===== config.mk =====
export PLATFORM = sky130hd
export DESIGN_NAME = sqmm_front_flat
export DESIGN_NICKNAME = d
export VERILOG_FILES = /design/src/design/sqmm_pkg.sv /design/src/design/sqmm_if.sv /design/src/design/sqmm_front.sv /design/src/flat_wrapper.sv
export SDC_FILE = /design/constraint.sdc
export NUM_CORES = 1
export LEC_CHECK = 0
export ABC_AREA = 1
export BUFFER_PORTS_ARGS = -buffer_cell sky130_fd_sc_hd__buf_2
export CORE_MARGIN = 1
export CORE_UTILIZATION = 33
export CTS_CLUSTER_DIAMETER = 30
export DETAILED_ROUTE_END_ITERATION = 10
export HOLD_SLACK_MARGIN = 0.06
export PLACE_DENSITY = 0.8
export SETUP_SLACK_MARGIN = 0.5
export SLEW_MARGIN = 20
export SYNTH_ARGS = -nofsm -noshare
export SYNTH_HDL_FRONTEND = slang
export SYNTH_SLANG_ARGS = --single-unit

===== constraint.sdc =====
create_clock -name clk -period 1.5 [get_ports clk]
set_input_delay 0.075 -clock clk [delete_from_list [all_inputs] [get_ports clk]]
set_output_delay 0.075 -clock clk [all_outputs]
set_load 0.02 [all_outputs]

===== src/design/sqmm_pkg.sv =====
`timescale 1ns / 1ps
package sqmm_pkg;

  // field and datapath widths
  localparam int SIZE_W  = 5;
  localparam int ROW_W   = 4;
  localparam int VAL_W   = 16;
  localparam int PROD_W  = 32;
  localparam int ACC_W   = 40;
  // order and loop count width, wide enough for orders up to 64
  localparam int N_W     = 7;

  // command queue between front and back
  localparam int QUEUE_DEPTH = 4;
  localparam int QPTR_W      = 2;
  localparam int QCNT_W      = 3;

  localparam logic [SIZE_W-1:0] SIZE_RESET = 5'd16;

  // input item kinds
  typedef enum logic [1:0] {
    KIND_WR_A = 2'd0,
    KIND_WR_B = 2'd1,
    KIND_RD   = 2'd2
  } kind_t;

  // commands handed to the back end
  typedef enum logic [1:0] {
    OP_WR_A    = 2'd0,
    OP_WR_B    = 2'd1,
    OP_RD      = 2'd2,
    OP_RD_ZERO = 2'd3
  } op_t;

  typedef struct packed {
    op_t                     op;
    logic [ROW_W-1:0]        row;
    logic [ROW_W-1:0]        col;
    logic signed [VAL_W-1:0] value;
    logic [N_W-1:0]          n;
  } cmd_t;

  typedef struct packed {
    logic full;
    logic empty;
  } q_status_t;

  typedef enum logic [1:0] {
    B_IDLE  = 2'd0,
    B_RUN   = 2'd1,
    B_DRAIN = 2'd2,
    B_DONE  = 2'd3
  } back_state_t;

endpackage


===== src/design/sqmm_if.sv =====
`timescale 1ns / 1ps
// request channel: writes of A or B elements and product reads
interface sqmm_req_if;
  logic               valid;
  logic               ready;
  logic [1:0]         kind;
  logic [3:0]         row_index;
  logic [3:0]         col_index;
  logic signed [15:0] element_value;

  modport source (output valid, kind, row_index, col_index, element_value, input ready);
  modport sink   (input valid, kind, row_index, col_index, element_value, output ready);
endinterface



===== src/design/sqmm_front.sv =====
`timescale 1ns / 1ps
module sqmm_front #(
  parameter int MAX_N = 16
) (
  input  logic                        clk,
  input  logic                        rst,
  input  logic                        cfg_we,
  input  logic [sqmm_pkg::SIZE_W-1:0] cfg_data,
  sqmm_req_if.sink                    req,
  input  sqmm_pkg::q_status_t         q_status,
  output logic                        push,
  output sqmm_pkg::cmd_t              push_cmd
);
  import sqmm_pkg::*;

  localparam logic [N_W-1:0] MAX_N_V = N_W'(MAX_N);

  logic [SIZE_W-1:0] size_in_use;
  logic [N_W-1:0]    size_ext;
  logic [N_W-1:0]    eff_n;
  logic [N_W-1:0]    row_ext;
  logic [N_W-1:0]    col_ext;
  logic              in_store;
  logic              in_order;
  logic              keep;

  // order register
  always_ff @(posedge clk) begin
    if (rst) begin
      size_in_use <= SIZE_RESET;
    end else if (cfg_we) begin
      size_in_use <= cfg_data;
    end
  end

  // effective order saturates at the store size
  assign size_ext = N_W'(size_in_use);
  assign eff_n    = (size_ext > MAX_N_V) ? MAX_N_V : size_ext;
  assign row_ext  = N_W'(req.row_index);
  assign col_ext  = N_W'(req.col_index);
  assign in_store = (row_ext < MAX_N_V) && (col_ext < MAX_N_V);
  assign in_order = (row_ext < eff_n) && (col_ext < eff_n);

  // classify the item into a command, drop what has no effect
  always_comb begin
    keep           = 1'b0;
    push_cmd.op    = OP_RD_ZERO;
    push_cmd.row   = req.row_index;
    push_cmd.col   = req.col_index;
    push_cmd.value = req.element_value;
    push_cmd.n     = eff_n;
    unique case (req.kind)
      KIND_WR_A: begin
        keep        = in_store;
        push_cmd.op = OP_WR_A;
      end
      KIND_WR_B: begin
        keep        = in_store;
        push_cmd.op = OP_WR_B;
      end
      KIND_RD: begin
        keep        = 1'b1;
        push_cmd.op = in_order ? OP_RD : OP_RD_ZERO;
      end
      default: begin
        keep = 1'b0;
      end
    endcase
  end

  assign req.ready = !q_status.full;
  assign push      = req.valid && !q_status.full && keep;

endmodule


===== src/flat_wrapper.sv =====
// flat-port wrapper written by rule: the top's interface ports become plain ports
module sqmm_front_flat import sqmm_pkg::*;
#(
  parameter int MAX_N = 16
)
  (clk, rst, cfg_we, cfg_data, q_status, push, push_cmd, req_valid, req_kind, req_row_index, req_col_index, req_element_value, req_ready);
  sqmm_req_if req_i ();
  input  logic clk;
  input  logic rst;
  input  logic cfg_we;
  input  logic [sqmm_pkg::SIZE_W-1:0] cfg_data;
  input  sqmm_pkg::q_status_t q_status;
  output logic push;
  output sqmm_pkg::cmd_t push_cmd;
  input wire logic [$bits(req_i.valid)-1:0] req_valid;
  input wire logic [$bits(req_i.kind)-1:0] req_kind;
  input wire logic [$bits(req_i.row_index)-1:0] req_row_index;
  input wire logic [$bits(req_i.col_index)-1:0] req_col_index;
  input wire logic [$bits(req_i.element_value)-1:0] req_element_value;
  output wire logic [$bits(req_i.ready)-1:0] req_ready;
  assign req_i.valid = req_valid;
  assign req_i.kind = req_kind;
  assign req_i.row_index = req_row_index;
  assign req_i.col_index = req_col_index;
  assign req_i.element_value = req_element_value;
  assign req_ready = req_i.ready;
  sqmm_front #(.MAX_N(MAX_N)) u_core (.clk(clk), .rst(rst), .cfg_we(cfg_we), .cfg_data(cfg_data), .req(req_i), .q_status(q_status), .push(push), .push_cmd(push_cmd));
endmodule

==> results by group <==
Status
  – Status: finished with violations
  – Failing checks: negative setup slack

GRT
  – Initial antenna violation count: 0
  – Vias in the first global route: between 400 and 500
  – Largest net degree at the start of global routing: 9
  – Gr usage total: a little under an eighth
  – Total grt overflow: 0
  – First-pass GRT wire length: between 1500 and 2000 µm

Die
  – Core outline area: ~1700 µm²
  – Io pins: a little over 70
  – Die area: between 2000 and 2500 µm²
  – Die Span Y: approximately 45 µm
  – Row cnt: 15
  – Die width: around 45 µm
  – Initial Utilization: 35.5%

Power
  – Leak: approximately 0.46 nW
  – VDD IR max: around 370 µV
  – PD cells: 631 nW/µm²

Clock network
  – CTS tree: done
  – Max Buffers Root-to-Sink: 2
  – H-tree lvl count: 1
  – Clock net sink count: 5
  – Clock latency on the worst-skew pair: 0.23 ns
  – Inserted Clock Buffers: 3
  – Root Buffer: clkbuf_4
  – Reg clk slew, reported paths: around 0.040 ns

Run
  – Max Cap Violations: 0

Final layout
  – Synth-to-Final Area Change: 41.2%
  – Biggest register: u_core.size_in_use
  – Max FFs per register: 5
  – Post-layout util: roughly half
  – N_diodes: 0
  – Share of cells above drive strength 1: between 60 and 70%
  – Regs by FF count: u_core.size_in_use: 5 flops
  – Cell area after layout: between 800 and 900 µm²
  – Nets: between 150 and 200

Yosys
  – Main synth FF type: dfxtp_1
  – Seq/Total Area, Yosys: ~16%
  – Flops & latches, synth: 5
  – Top post-synthesis cells by area: buf_4 (32%), dfxtp_1 (16%), ha_1 (12%)
  – Asr flop ratio synth: 0%
  – Post-synth EDFFs: 0
  – Cell Area, Synth: about 620 µm²
  – Leading area contributor after synthesis: buf_4
  – Most frequent cell after synthesis: buf_4
  – Yosys warning total: 0
  – Synth top area share: about a third
  – Commonest cells in the netlist: buf_4 (26), inv_1 (13), nand2_1 (13)
  – Average size of a mapped cell: between 6 and 7 µm²
  – Mapped Cells: 92
  – Distinct cell type count after synthesis: 14

Timing
  – Max Slew Vio Count: 0
  – Fin. Hold Viols: 0
  – Min Tclk post-route: 1.86 ns
  – Fin crit share: 124%
  – Clock Skew: 0 ns
  – Endpoints failing setup: 1
  – RSZ-0062 raised after global routing: true
  – Final worst setup slack: -0.357 ns
  – Max Freq: roughly 540 MHz
  – Setup TNS: -0.357 ns

Worst setup path
  – CP max FO: 3
  – WP data arrival: between 1.5 and 2 ns
  – Setup crit start kind: flip-flop
  – Crit path required time: between 1 and 1.5 ns
  – Setup Crit Path Kind: flip-flop to output port
  – Worst setup EP type: output port

Drt
  – Routed wire length: about 1200 µm
  – Per-cell routed wire length: approximately 8.3 µm
  – Pre-antenna DRT Iters: 3
  – Initial DRC Count: 4
  – DRC viols: 0
  – Via count: 573
  – Post-route ant nets: 0
  – Via density: around 4

Placed design
  – Placed cell area: between 600 and 700 µm²
  – Post-DP HPWL: 970 µm
  – PortBufs: 36
  – GPL Wtd Cong: ~0.66

Hold path
  – Hold Crit Class: primary input to flip-flop
layer usage:
metal  track usage, %  up-vias  share of wire [%]
li1                 -      303                  -
met4             8.48        0               0.42
met5                0        -                  0
met2             20.6       32                 56
met3             1.20        4                6.9
met1             12.3      234                 37
logic make-up (layout without fill, tap and decap cells):
kind of cell               count (synthesis)  count (layout)  share of synthesized area [%]
AOI/OAI and AO/OA                         14              14                           13.9
adders and majority gates                  6               6                           12.1
buffers and inverters                     45              70                           43.0
DFF                                        5               5                           16.2
other                                      1               2                          0.605
and+or+nand+nor                           21              21                           14.1
worst max-delay path, cell delays in order, from the launching register on:
cell and delay [ns]:
dfxtp_2 0.33, nor2_4 0.12, a31oi_4 0.12, nor2_4 0.11
inv_2 0.07, ha_4 0.27, nand2_1 0.04, inv_1 0.05
nand2_1 0.04, nand2_1 0.06, nand2_1 0.05, nand3_1 0.07
nand2_1 0.06, nand2_2 0.06, buf_6 0.11
timing repair:
action | 4_1_cts | 5_1_grt
setup endpoints to repair | 5 | 8
hold buffers | 3 | 0
endpoints found under the hold margin | 1 | 0
resized for setup | 24 | 2
setup buffers | 2 | 2
pin swaps | 12 | 5
area by class of cell:
cell class / count / area, µm²
fillers: 181 / 871
inverters: 17 / 63.8
well taps: 25 / 31.3
repair buffers: 49 / 320
flip-flops and latches: 5 / 106
clock buffers: 4 / 26.3
multi-input cells: 43 / 327
stage by stage:
stage / setup slack (ns) / hold WS, ns / total power, mW / instances
final: -0.357 / 0.118 / 0.552 / 143
after CTS: -0.394 / 0.115 / 0.556 / 141
after floorplan: -0.106 / 0.175 / 0.354 / 93
after detailed placement: -0.213 / 0.150 / 0.352 / 132
after global placement: -0.153 / 0.150 / 0.346 / 132
after global routing: -0.473 / 0.142 / 0.592 / 143
cells in the final DEF (no fill, tap or decap), drive strengths merged:
cell type and instances:
a21oi 8, a31oi 1, buf 46, clkbuf 4, conb 2, dfxtp 5
dlygate4sd3 3, ha 6, inv 17, nand2 13, nand3 1, nor2 7
o21ai 5
power breakdown:
part	internal (mW)	switching, mW	total [mW]
Combinational	0.121	0.130	0.252
Clock	0.100	0.0476	0.148
Sequential	0.145	0.00716	0.152
final timing paths:
kind	start	end	slack (ns)	cells past startpoint
hold reg to reg	u_core.size_in_use[2]$_SDFFE_PP0P_	u_core.size_in_use[2]$_SDFFE_PP0P_	0.55	2
setup reg to reg	u_core.size_in_use[4]$_SDFFE_PP1P_	u_core.size_in_use[4]$_SDFFE_PP1P_	0.81	3
hold / removal	cfg_data[0]	u_core.size_in_use[0]$_SDFFE_PP0P_	0.12	3
setup / recovery	u_core.size_in_use[1]$_SDFFE_PP0P_	push_cmd[31]	-0.36	14
Power figures use the tool's default switching activity.
