==> config.mk <==
export PLATFORM = sky130hd
export DESIGN_NAME = sqmm_fifo
export DESIGN_NICKNAME = d
export VERILOG_FILES = /design/src/design/sqmm_pkg.sv /design/src/design/sqmm_fifo.sv
export SDC_FILE = /design/constraint.sdc
export NUM_CORES = 1
export LEC_CHECK = 0
export BUFFER_PORTS_ARGS = -buffer_cell sky130_fd_sc_hd__buf_2
export CORE_UTILIZATION = 61
export DETAILED_ROUTE_END_ITERATION = 8
export PLACE_DENSITY = 0.95
export SETUP_SLACK_MARGIN = 0.1
export SLEW_MARGIN = 15
export SYNTH_ARGS = -nofsm -noshare
export SYNTH_HDL_FRONTEND = slang
export SYNTH_SLANG_ARGS = --single-unit
==> constraint.sdc <==
create_clock -name clk -period 6.1 [get_ports clk]
set_input_delay 0.61 -clock clk [delete_from_list [all_inputs] [get_ports clk]]
set_output_delay 0.61 -clock clk [all_outputs]
set_load 0.05 [all_outputs]
==> src/design/sqmm_pkg.sv <==
`timescale 1ns / 1ps
package sqmm_pkg;

  // field and datapath widths
  localparam int SIZE_W  = 5;
  localparam int ROW_W   = 4;
  localparam int VAL_W   = 16;
  localparam int PROD_W  = 32;
  localparam int ACC_W   = 40;
  // order and loop count width, wide enough for orders up to 64
  localparam int N_W     = 7;

  // command queue between front and back
  localparam int QUEUE_DEPTH = 4;
  localparam int QPTR_W      = 2;
  localparam int QCNT_W      = 3;

  localparam logic [SIZE_W-1:0] SIZE_RESET = 5'd16;

  // input item kinds
  typedef enum logic [1:0] {
    KIND_WR_A = 2'd0,
    KIND_WR_B = 2'd1,
    KIND_RD   = 2'd2
  } kind_t;

  // commands handed to the back end
  typedef enum logic [1:0] {
    OP_WR_A    = 2'd0,
    OP_WR_B    = 2'd1,
    OP_RD      = 2'd2,
    OP_RD_ZERO = 2'd3
  } op_t;

  typedef struct packed {
    op_t                     op;
    logic [ROW_W-1:0]        row;
    logic [ROW_W-1:0]        col;
    logic signed [VAL_W-1:0] value;
    logic [N_W-1:0]          n;
  } cmd_t;

  typedef struct packed {
    logic full;
    logic empty;
  } q_status_t;

  typedef enum logic [1:0] {
    B_IDLE  = 2'd0,
    B_RUN   = 2'd1,
    B_DRAIN = 2'd2,
    B_DONE  = 2'd3
  } back_state_t;

endpackage

==> src/design/sqmm_fifo.sv <==
`timescale 1ns / 1ps
module sqmm_fifo (
  input  logic                clk,
  input  logic                rst,
  input  logic                push,
  input  sqmm_pkg::cmd_t      push_cmd,
  input  logic                pop,
  output sqmm_pkg::cmd_t      pop_cmd,
  output sqmm_pkg::q_status_t q_status
);
  import sqmm_pkg::*;

  cmd_t              slots [QUEUE_DEPTH];
  logic [QPTR_W-1:0] wr_ptr;
  logic [QPTR_W-1:0] rd_ptr;
  logic [QCNT_W-1:0] count;
  logic              do_push;
  logic              do_pop;

  assign q_status.full  = (count == QCNT_W'(QUEUE_DEPTH));
  assign q_status.empty = (count == '0);
  assign do_push        = push && !q_status.full;
  assign do_pop         = pop && !q_status.empty;
  assign pop_cmd        = slots[rd_ptr];

  // payload slots
  always_ff @(posedge clk) begin
    if (do_push) begin
      slots[wr_ptr] <= push_cmd;
    end
  end

  // pointers and fill count
  always_ff @(posedge clk) begin
    if (rst) begin
      wr_ptr <= '0;
      rd_ptr <= '0;
      count  <= '0;
    end else begin
      if (do_push) begin
        wr_ptr <= wr_ptr + QPTR_W'(1);
      end
      if (do_pop) begin
        rd_ptr <= rd_ptr + QPTR_W'(1);
      end
      if (do_push && !do_pop) begin
        count <= count + QCNT_W'(1);
      end else if (do_pop && !do_push) begin
        count <= count - QCNT_W'(1);
      end
    end
  end

endmodule

==> reports/results.tsv, run 1 <==
stage	metric	value	unit
status	run_status	completed	
synth	synth_top_family_by_area	multiplexers	
min_path	hp-class	input port to flip-flop	
synth	synthSimpleGateAreaFrac	1.82	%
route	viasPerCell	5.94	
synth	syn_nets	264	
clock_network	numCtsBuffers	17	
sta	hold_viol_final	0	
worst_setup_path	setup.worst_path.end_class	output pin	
floorplanning	dieArea	9040	um2
placement	dp.final_hpwl	5700	um
placement	place_area	5690	um2
floorplanning	start_util	63.7	%
worst_setup_path	regToRegStartpoint	count[0]	
min_path	min_path_cells	1	
floorplanning	ios	72	
route	dr.pass1.iters	4	
route	drt-initial-drc-count	162	
grt	grt_pass1_wl	14800	um
worst_setup_path	cp.arrival	2.38	ns
synth	netlist.area_leader.share	75.0	%
synth	synth_area_per_cell	23.9	um2
placement	gp_congestion	0.667	
sta	setup_ws	3.11	ns
floorplanning	die_h	95.1	um
synth	synth_xor_area_share	0.663	%
min_path	hold_start	push_cmd[16]	
power	p_leak	0.00218	uW
sta	setup_viol_count_final	0	
clock_network	cts.clk_slew.worst_paths	0.07	ns
sta	maxSlewViolCount	0	
layout	nNetsFinal	346	
sta	rsz0062_at_grt	false	
clock_network	cts_buffer_depth	2	
grt	grt_pass1_vias	2578	
route	wire_per_inst	24.3	um
sta	min_period	2.99	ns
power	ir_worst_vdd	0.276	mV
clock_network	post_cts_buffers	0	
grt	grt_usage	24.9	%
clock_network	ctsHoldBuffers	0	
worst_setup_path	r2r-end	count[2]	
grt	antenna_found_initial	2	
worst_setup_path	rrSetupSlack	3.83	ns
clock_network	clk_latency	0.53	ns
synth	synth_mux_area_share	14.7	%
synth	yosysUniqueCellTypes	23	
synth	ys_seq_area_share	78.4	%
clock_network	cts_max_level	4	
sta	fin_crit_sh	49.1	%
synth	syn_inst	221	
power	power_density	504	nW/um2
placement	pre_cts_ws	3.61	ns
min_path	hold_end	slots[0][16]	
worst_setup_path	required	5.49	ns
synth	synth_top_cell_by_area	edfxtp_1	
grt	grt-ovfl-total	0	
sta	worst_pin_slew	0.886	ns
synth	synthAdderAreaFrac	1.56	%
power	power	3170	uW
sta	fin_skew	0.0101	ns
synth	synth-seq-cells	141	
placement	io_buffers	71	
layout	final_layout_size_suffix_gt1_share	44.6	%
sta	relSlewSlack	40.9	%
floorplanning	rows	33	
sta	fmax	334	MHz
synth	synthTopCellsByArea	edfxtp_1 (75%), mux4_2 (13%), dfxtp_1 (3.4%), mux4_1 (1.5%), ha_1 (1.2%)	
clock_network	clkSinkCount	141	
synth	synth-compound-area-share	0.782	%
route	vias	2513	
layout	final_area	6290	um2
route	ant_nets	0	
flow_run	drv_cap	0	
route	routed_wl	10300	um
worst_setup_path	criticalPathCategory	flip-flop to output pin	
worst_setup_path	reg2regPathDepth	8	
layout	mostFrequentLayoutCell	edfxtp_1	
worst_setup_path	critPathLaunchType	flip-flop	
synth	synth_warnings	0	
grt	grt_max_degree	34	
layout	final_cell_mix	edfxtp_1 (132), buf_2 (71), mux4_2 (30), clkbuf_16 (16), dfxtp_1 (7)	
sta	fin_tns_setup	0	ns
clock_network	cts_tree	built	
floorplanning	die_w	95.1	um
route	drc	0	
clock_network	cts_root_buffer	clkbuf_8	
synth	synth_area	5280	um2
layout	area_delta_synth_final	19.2	%
worst_setup_path	critical_path.max_fanout	30	
clock_network	cts_resized	0	
floorplanning	core	8300	um2
## sequential cells by signal, indices dropped and copies added, names as in the netlist, named ones only
register / count
rd_ptr: 2
slots: 132
count: 3
wr_ptr: 2
## worst max path at each step
| stage | startpoint | end | slack (ns) |
|---|---|---|---|
| 3_3_place_gp | flip-flop | pop_cmd[17] | 3.70 |
| 3_5_place_dp | flip-flop | pop_cmd[17] | 3.61 |
| 5_1_grt | flip-flop | pop_cmd[17] | 2.99 |
| 6_report | flip-flop | pop_cmd[17] | 3.11 |
| 4_1_cts | flip-flop | pop_cmd[17] | 3.06 |
| 2_1_floorplan | count[2] | count[2] | 3.92 |
## logic make-up (layout without fill, tap and decap cells)
kind of cell / Yosys count / count (layout)
multiplexers: 35 / 35
other: 0 / 2
AO/OA/AOI/OAI: 6 / 6
adder cells (fa/ha/maj): 6 / 6
flip-flops: 141 / 141
buffers and inverters: 13 / 108
AND/OR/NAND/NOR: 16 / 16
XOR/XNOR: 4 / 4
## worst max-delay path, stage by stage (launching register included)
cell and delay (ns):
dfxtp_2 0.38, buf_4 0.50, mux4_1 0.70, buf_2 0.25
## synthesized netlist by cell type (all sizes together)
cell	count
edfxtp	132
mux4	33
dfxtp	9
buf	7
nor2	6
ha	5
and2	4
inv	4
xor2	4
a21oi	2
clkbuf	2
mux2i	2
nand2b	2
o21ai	2
or3	2
fa	1
nor3	1
nor3b	1
o311ai	1
o31ai	1
## power by group
part	switching [uW]	total, uW	internal, uW
clock network	414	1040	629
registers	66.8	1240	1170
logic	617	896	278
total	1100	3170	2080
## area by class of cell
cell class | instances | area (um2)
Clock inverter | 15 | 185
Sequential cell | 141 | 4150
Antenna cell | 2 | 5.00
Clock buffer | 17 | 414
Timing Repair Buffer | 72 | 363
Tap cell | 105 | 131
Multi-Input combinational cell | 67 | 1030
Inverter | 4 | 15.0
Fill cell | 418 | 2000
## through the flow
stage / hold WS, ns / std cells / utilization, %
floorplan: 0.482 / 221 / -
global placement: 0.494 / 389 / 68.6
detailed placement: 0.514 / 389 / 68.6
CTS: 0.276 / 421 / 75.8
global route: 0.279 / 422 / 75.8
finish: 0.298 / 423 / 75.8
## routing by layer
metal  wire length, um  share of wire (%)  GRT usage (%)
met1              3940                 38           29.2
met2              5590                 54           41.9
met3               650                6.3           8.53
met4               116                1.1           10.6
met5                 0                  0              0
Power figures use the tool's default switching activity.
==> run 2, diff against run 1 <==
--- a/config.mk
+++ b/config.mk
@@ -6,9 +6,9 @@
 export NUM_CORES = 1
 export LEC_CHECK = 0
 export BUFFER_PORTS_ARGS = -buffer_cell sky130_fd_sc_hd__buf_2
-export CORE_UTILIZATION = 61
+export CORE_UTILIZATION = 51
 export DETAILED_ROUTE_END_ITERATION = 8
-export PLACE_DENSITY = 0.95
+export PLACE_DENSITY = 0.87
 export SETUP_SLACK_MARGIN = 0.1
 export SLEW_MARGIN = 15
 export SYNTH_ARGS = -nofsm -noshare
==> constraint.sdc (replaced) <==
create_clock -name clk -period 2.6 [get_ports clk]
set_input_delay 0.26 -clock clk [delete_from_list [all_inputs] [get_ports clk]]
set_output_delay 0.26 -clock clk [all_outputs]
set_load 0.05 [all_outputs]
==> run 2 against run 1 <==
  * Sequential power grew 130%
  * Via count rose by 2.0%
  * Sequential share of layout area down 4.5 points
  * Die area up 19%
  * Utilization fell by 7.6 points
  * Design area rose by 7.4%
  * Highest routed layer unchanged
  * First-iteration DRC count shrank 49%
  * Worst hold slack worse by 0.27 ns
  * Global-route usage is 6.7 points lower
==> reports/results.tsv, run 2 (synthesized netlist as in run 1, its figures left out) <==
stage	metric	value	unit	change
status	run_status	completed		unchanged
route	drc	0		unchanged
layout	final_layout_size_suffix_gt1_share	42.0	%	was 44.6%
route	vias	2564		was 2513
sta	hold_viol_final	0		unchanged
grt	grt_usage	18.2	%	was 24.9%
placement	dp.cells	425		was 389
worst_setup_path	path_buf_inv	2		unchanged
sta	setup_viol_count_final	0		unchanged
grt	antenna_found_initial	0		was 2
power	power	7390	uW	was 3170 uW
clock_network	post_cts_buffers	0		unchanged
route	drt-initial-drc-count	82		was 162
clock_network	cts_tree	built		unchanged
layout	largest_register_ffs	132		unchanged
worst_setup_path	critical_path.max_fanout	11		was 30
layout	stdcell_count	490		was 423
sta	worst_pin_slew	0.495	ns	was 0.886 ns
min_path	hp-class	input port to flip-flop		unchanged
worst_setup_path	worstPathCellList	buf_4 -> mux4_2 -> buf_2		was buf_4 -> mux4_1 -> buf_2
placement	gp_congestion	0.693		was 0.667
worst_setup_path	critical-path-top-delay-family	flip-flops		was buffers and inverters
sta	maxSlewViolCount	0		unchanged
floorplanning	core	9910	um2	was 8300 um2
clock_network	numCtsBuffers	17		unchanged
clock_network	cts.clk_slew.worst_paths	0.06	ns	was 0.07 ns
clock_network	cts_root_buffer	clkbuf_8		unchanged
worst_setup_path	required	2.34	ns	was 5.49 ns
layout	nNetsFinal	387		was 346
route	routed_wl	8910	um	was 10300 um
sta	min_period	2.38	ns	
clock_network	clkSinkCount	141		unchanged
grt	grt_max_degree	19		was 34
layout	top_regs	slots x132, count x3		unchanged
power	ir_worst_vdd	0.601	mV	was 0.276 mV
sta	fmax	420	MHz	
floorplanning	dieArea	10800	um2	was 9040 um2
flow_run	drv_cap	0		unchanged
clock_network	cts_buffer_depth	2		unchanged
worst_setup_path	criticalPathCategory	flip-flop to output pin		unchanged
layout	final_cell_mix	edfxtp_1 (132), buf_2 (71), dlygate4sd3_1 (33), mux4_2 (30), clkbuf_16 (16)		was edfxtp_1 (132), buf_2 (71), mux4_2 (30), clkbuf_16 (16), dfxtp_1 (7)
placement	io_buffers	71		unchanged
floorplanning	rows	36		was 33
route	ant_nets	0		unchanged
layout	mostFrequentLayoutCell	edfxtp_1		unchanged
sta	fin_skew	0.00506	ns	was 0.0101 ns
worst_setup_path	setup.worst_path.end_class	output pin		unchanged
grt	grt_pass1_vias	2788		was 2578
worst_setup_path	cp.arrival	2.12	ns	was 2.38 ns
clock_network	clk_latency	0.50	ns	was 0.53 ns
worst_setup_path	cp_slowest_stage_delay	0.58	ns	was 0.70 ns
power	power_density	1090	nW/um2	was 504 nW/um2
sta	fin_tns_setup	0	ns	unchanged
floorplanning	ios	72		unchanged
floorplanning	start_util	53.3	%	was 63.7%
floorplanning	die_w	104	um	was 95.1 um
layout	antenna-diode-count	0		was 2
clock_network	cts_max_level	4		unchanged
power	p_leak	0.00236	uW	was 0.00218 uW
sta	relSlewSlack	67.0	%	was 40.9%
grt	grt-ovfl-total	0		unchanged
worst_setup_path	critPathLaunchType	flip-flop		unchanged
layout	top_register	slots		unchanged
sta	rsz0062_at_grt	false		unchanged
layout	area_delta_synth_final	27.9	%	was 19.2%
route	dr.pass1.iters	4		unchanged
worst_setup_path	critPathSlowestCell	dfxtp_2		was mux4_1
grt	grt_pass1_wl	14300	um	was 14800 um
sta	fin_crit_sh	91.6	%	
floorplanning	die_h	104	um	was 95.1 um
route	wire_per_inst	18.2	um	was 24.3 um
placement	dp.final_hpwl	5360	um	was 5700 um
route	viasPerCell	5.23		was 5.94
-- run 2: layout make-up --
type,count,area (um2)
inverters,4,15.0
repair buffers,113,816
multi-input cells,67,1040
clock buffers,18,418
clock inverters,14,160
fillers,645,3150
flip-flops and latches,141,4150
well taps,133,166
-- run 2: metal layers --
layer  GRT usage [%]  up-vias  part of all wire (%)
met5               0        -                     0
met4            7.14        0                   1.5
met3            4.91       11                   3.5
met2            31.1       66                    52
met1            22.3     1318                    43
li1                -     1169                     -
-- run 2: repair_timing --
item | in CTS | in global routing
hold endpoints to repair | 132 | 0
endpoints found under the setup margin | 0 | 1
hold buffers | 33 | 0
resized for setup | 0 | 1
-- run 2: stage by stage --
step | hold WS (ns) | worst slack, ns | area, um2 | utilization [%]
floorplan | 0.359 | 0.420 | 5280 | -
global placement | 0.471 | 0.448 | 5850 | 59.0
detailed placement | 0.476 | 0.275 | 5850 | 59.0
CTS | 0.0102 | 0.152 | 6760 | 68.2
global route | 0.0434 | 0.115 | 6760 | 68.2
finish | 0.0322 | 0.217 | 6760 | 68.2
-- run 2: worst paths after layout --
path / cells past startpoint / start / slack [ns] / to
max: 3 / flip-flop / 0.22 / pop_cmd[2]
min: 2 / rst / 0.03 / wr_ptr[0]
max reg2reg: 8 / count[1] / 0.41 / count[2]
min reg2reg: 2 / wr_ptr[1] / 0.51 / wr_ptr[1]
-- run 2: power breakdown --
part	internal, uW	switching, uW
logic	757	1430
registers	2740	149
clock network	1380	931
total	4880	2510
